File: src/hdl/bdsw_gap_ram.sv
// Simple dual-port RAM with a registered read port for the per-column counts.
module bdsw_gap_ram #(
  parameter int DEPTH = 1024,
  parameter int DW    = 4,
  localparam int AW   = $clog2(DEPTH)
) (
  input  logic          clk_i,
  input  logic          we_i,
  input  logic [AW-1:0] waddr_i,
  input  logic [DW-1:0] wdata_i,
  input  logic          re_i,
  input  logic [AW-1:0] raddr_i,
  output logic [DW-1:0] rdata_o
);

  logic [DW-1:0] mem [DEPTH];
  logic [DW-1:0] rdata_q;

  always_ff @(posedge clk_i) begin
    if (we_i) begin
      mem[waddr_i] <= wdata_i;
    end
  end

  // A read of the address being written returns the old contents.
  always_ff @(posedge clk_i) begin
    if (re_i) begin
      rdata_q <= mem[raddr_i];
    end
  end

  assign rdata_o = rdata_q;

endmodule

File: config.mk
export PLATFORM = sky130hd
export DESIGN_NAME = bdsw_gap_ram
export DESIGN_NICKNAME = d
export VERILOG_FILES = /design/src/hdl/bdsw_gap_ram.sv
export SDC_FILE = /design/constraint.sdc
export NUM_CORES = 2
export LEC_CHECK = 0
export BUFFER_PORTS_ARGS = -buffer_cell sky130_fd_sc_hd__buf_4
export CORE_ASPECT_RATIO = 0.6
export CORE_MARGIN = 2
export CORE_UTILIZATION = 60
export CTS_CLUSTER_DIAMETER = 100
export DETAILED_ROUTE_END_ITERATION = 8
export HOLD_SLACK_MARGIN = 0.12
export PLACE_DENSITY = 0.76
export SYNTH_ARGS = -nofsm -noshare
export SYNTH_HDL_FRONTEND = slang
export SYNTH_SLANG_ARGS = --single-unit
File: constraint.sdc
create_clock -name clk_i -period 12.2 [get_ports clk_i]
set_input_delay 3.66 -clock clk_i [delete_from_list [all_inputs] [get_ports clk_i]]
set_output_delay 3.66 -clock clk_i [all_outputs]
set_load 0.01 [all_outputs]
==> metrics.csv <==
metric,value,unit
outcome,"complete, but fails checks",
failed_checks,"capacitance limit, slew limit",
hp-class,flop to flop,
fin_skew,0.0643,ns
die-area,275000,sq um
syn_to_final_growth,9.25,%
ys.flop_type,edfxtp_1,
clockRootBuffer,clkbuf_16,
first_pass_iters,8,
seqPwrFrac,0.552,
io_pins,31,
p_sw_frac,0.217,
track_usage,0.332,
num_vias,87200,
syn_inst,8290,
synth_async_sr_flop_share,0,
ant_nets,0,
max_freq,0.125,GHz
slew_violations,2,
rows,147,
relSlewSlack,-0.0883,
netlist-cell-type-count,75,
syn-cell-area,162000,sq um
leakage,54.3,nW
yosysWarnings,0,
critical_path_class,primary input to flop,
vias_per_cell,7.19,
setup_viol,0,
clk_pin_slew_worst_paths,0.07,ns
clock_power_share,0.396,
ys_ff_latch,4100,
insertion_delay,0.93,ns
die_w,675,microns
power.switching,6.10,mW
power.internal,22.0,mW
initial_core_util,0.605,
pwr-share-comb,0.052,
maxCapViolCount,2,
cts_resized,0,
final_core_util,0.661,
startpoint_type,primary input,
ir_drop,0.000138,V
critPathMaxFanout,108,
antenna_found_initial,25,
syn-num-nets,8317,
fin_crit_sh,0.656,
clock_sinks,4100,
synth_area_per_cell,19.6,sq um
cts_htree_levels,5,
numPortBuffers,30,
drive_above_1_share,0.198,
dp_hpwl,270,mm
drc,0,
hold_viol,0,
required,12.94,ns
grt-ovfl-total,0,
finalSetupTns,0,ns
clock_path_buffers,4,
end_kind,flop,
drt_iter0_drc,17100,
power_density,159,nW/um^2
gp_congestion,0.915,
core_area,268000,sq um
rsz0062_at_grt,false,
fin_nets,8314,
grt_pass1_wl,639,mm
arrival,8.75,ns
grt_max_degree,222,
cts_tree,built,
yosysSeqAreaShare,0.759,
die_y,407,microns
worst_pin_slew,1.62,ns
postCtsHoldBufs,0,
period_minus_slack,8.00,ns
routed_wl,453,mm
grt_pass1_vias,84300,
synth_edf_count,4100,
fillers,16700,
cts_inserted_buffers,353,
cts_setup_buffers,0,
wire_per_inst,37.3,microns
==> sequential cells by signal (all words and copies together) (netlist names) <==
| name | count |
|---|---|
| mem | 4096 |
| rdata_o | 4 |
==> Yosys cell counts, types with 4 or more instances <==
library cell     n  area (sq um)
nand4_1         12          75.1
buf_4           60           450
a21oi_1        129           646
nor4_1          21           131
a31oi_1         11          68.8
buf_2           64           320
o41ai_1          6          52.6
o21ai_0         66           330
and2_1           7          43.8
and3_1          12          75.1
edfxtp_1      4100        123000
a211oi_1        13          97.6
o2111ai_1        9          78.8
nand3_1         62           310
a221oi_1        29           254
a22oi_1         80           601
a22o_1          11          96.3
mux4_2         875         19700
o22a_1           6          52.6
o22ai_1         89           557
nor3_1         100           500
o32ai_1          4          35.0
or3_1            5          31.3
mux2i_1        461          4610
a311oi_1         4          35.0
clkbuf_1       300          1130
buf_1           84           315
nand2_1        166           623
nor3b_1          8          60.1
a41oi_1          4          35.0
o31ai_1          6          45.0
buf_6           81           912
o211ai_1         6          45.0
o221ai_1       168          1470
nor2_1        1103          4140
nor2b_1         15          93.8
mux2_2          23           259
or3b_2           4          35.0
nand2b_1        12          75.1
or2_2            9          56.3
a2111oi_0       10          87.6
==> path summary, 6_finish.rpt <==
check,startpoint,end,slack (ns),cells after the start
max reg2reg,mem[538][2]$_DFFE_PP_,rdata_o[2]$_DFFE_PP_,8.48,7
min,mem[755][3]$_DFFE_PP_,rdata_o[3]$_DFFE_PP_,1.17,4
max,raddr_i[0],rdata_o[0]$_DFFE_PP_,4.20,11
min reg2reg,mem[755][3]$_DFFE_PP_,rdata_o[3]$_DFFE_PP_,1.17,4
==> power groups by stage <==
stage | clock (mW) | combinational (mW) | sequential (mW)
after floorplan | 0 | 0.758 | 15.8
after global placement | 0 | 1.37 | 15.8
after detailed placement | 0 | 1.41 | 15.8
after CTS | 11.1 | 1.41 | 15.5
after global routing | 11.6 | 1.50 | 15.5
final | 11.1 | 1.46 | 15.5
==> cells in the final DEF (no fill, tap or decap), types with 12 or more instances in the layout <==
master      netlist  routed
a21oi_1         129     129
nand2_1         166     160
o21ai_0          66      65
mux2_2           23      23
nor2_1         1103    1099
o22ai_1          89      89
nand4_1          12      12
clkbuf_16         0     361
a221oi_1         29      29
edfxtp_1       4100    4100
mux2i_1         461     461
and3_1           12      12
nand3_1          62      38
bufinv_16         0      30
nand3_4           0      24
clkinvlp_4        0      17
mux4_2          875     875
inv_6             0      16
buf_4            60     199
nor4_1           21      21
a22oi_1          80      80
clkinv_1          1      73
o221ai_1        168     168
clkbuf_1        300      56
a211oi_1         13      13
nor3_1          100      99
diode_2           0      19
buf_12            1      26
clkinv_2          0      57
==> kinds of logic after synthesis <==
kind of cell    Yosys count  share of synthesized area
flops                  4100                      0.759
simple gates           1560                     0.0399
mux                    1359                      0.152
compound gates          674                     0.0296
buf+inv                 597                     0.0196
==> final cells by class <==
class                           instances  area (sq um)  area share
Inverter                                6          33.8    0.000191
Tap cell                             3576          4470      0.0253
Clock inverter                        197          1790      0.0101
Timing Repair Buffer                  233          2140      0.0121
Multi-Input combinational cell       3593         36300       0.205
Antenna cell                           19          47.5    0.000268
Clock buffer                          417          9240      0.0522
Sequential cell                      4100        123000       0.695
==> routing by layer <==
| layer | track usage | vias to the layer above | share of wire |
|---|---|---|---|
| li1 | - | 33800 | - |
| met4 | 0.111 | 12 | 0.039 |
| met3 | 0.146 | 983 | 0.19 |
| met2 | 0.446 | 7795 | 0.41 |
| met5 | 0.00424 | - | 0.00050 |
| met1 | 0.489 | 44600 | 0.36 |
==> critical path, cell delays in order <==
cell      delay (ns)
buf_16          0.41
buf_4           0.37
buf_12          0.55
mux2i_1         0.24
o221ai_1        0.55
o22ai_1         0.36
a21oi_1         0.25
nand3_1         0.10
nor4_1          1.23
o21ai_1         0.38
nand4_1         0.19
==> through the flow <==
stage          setup slack, ns  hold slack, ns  total power [mW]  cells  cell area (sq um)
6_report                  4.20            1.17              28.1  12100             177000
5_1_grt                   4.01            1.23              28.6  12100             177000
4_1_cts                   4.35            1.18              28.0  12100             177000
3_5_place_dp              3.39            1.16              17.2  11500             166000
3_3_place_gp              3.47            1.18              17.2  11500             166000
2_1_floorplan             5.82           0.880              16.6   8290             162000
Power figures use the tool's default switching activity.
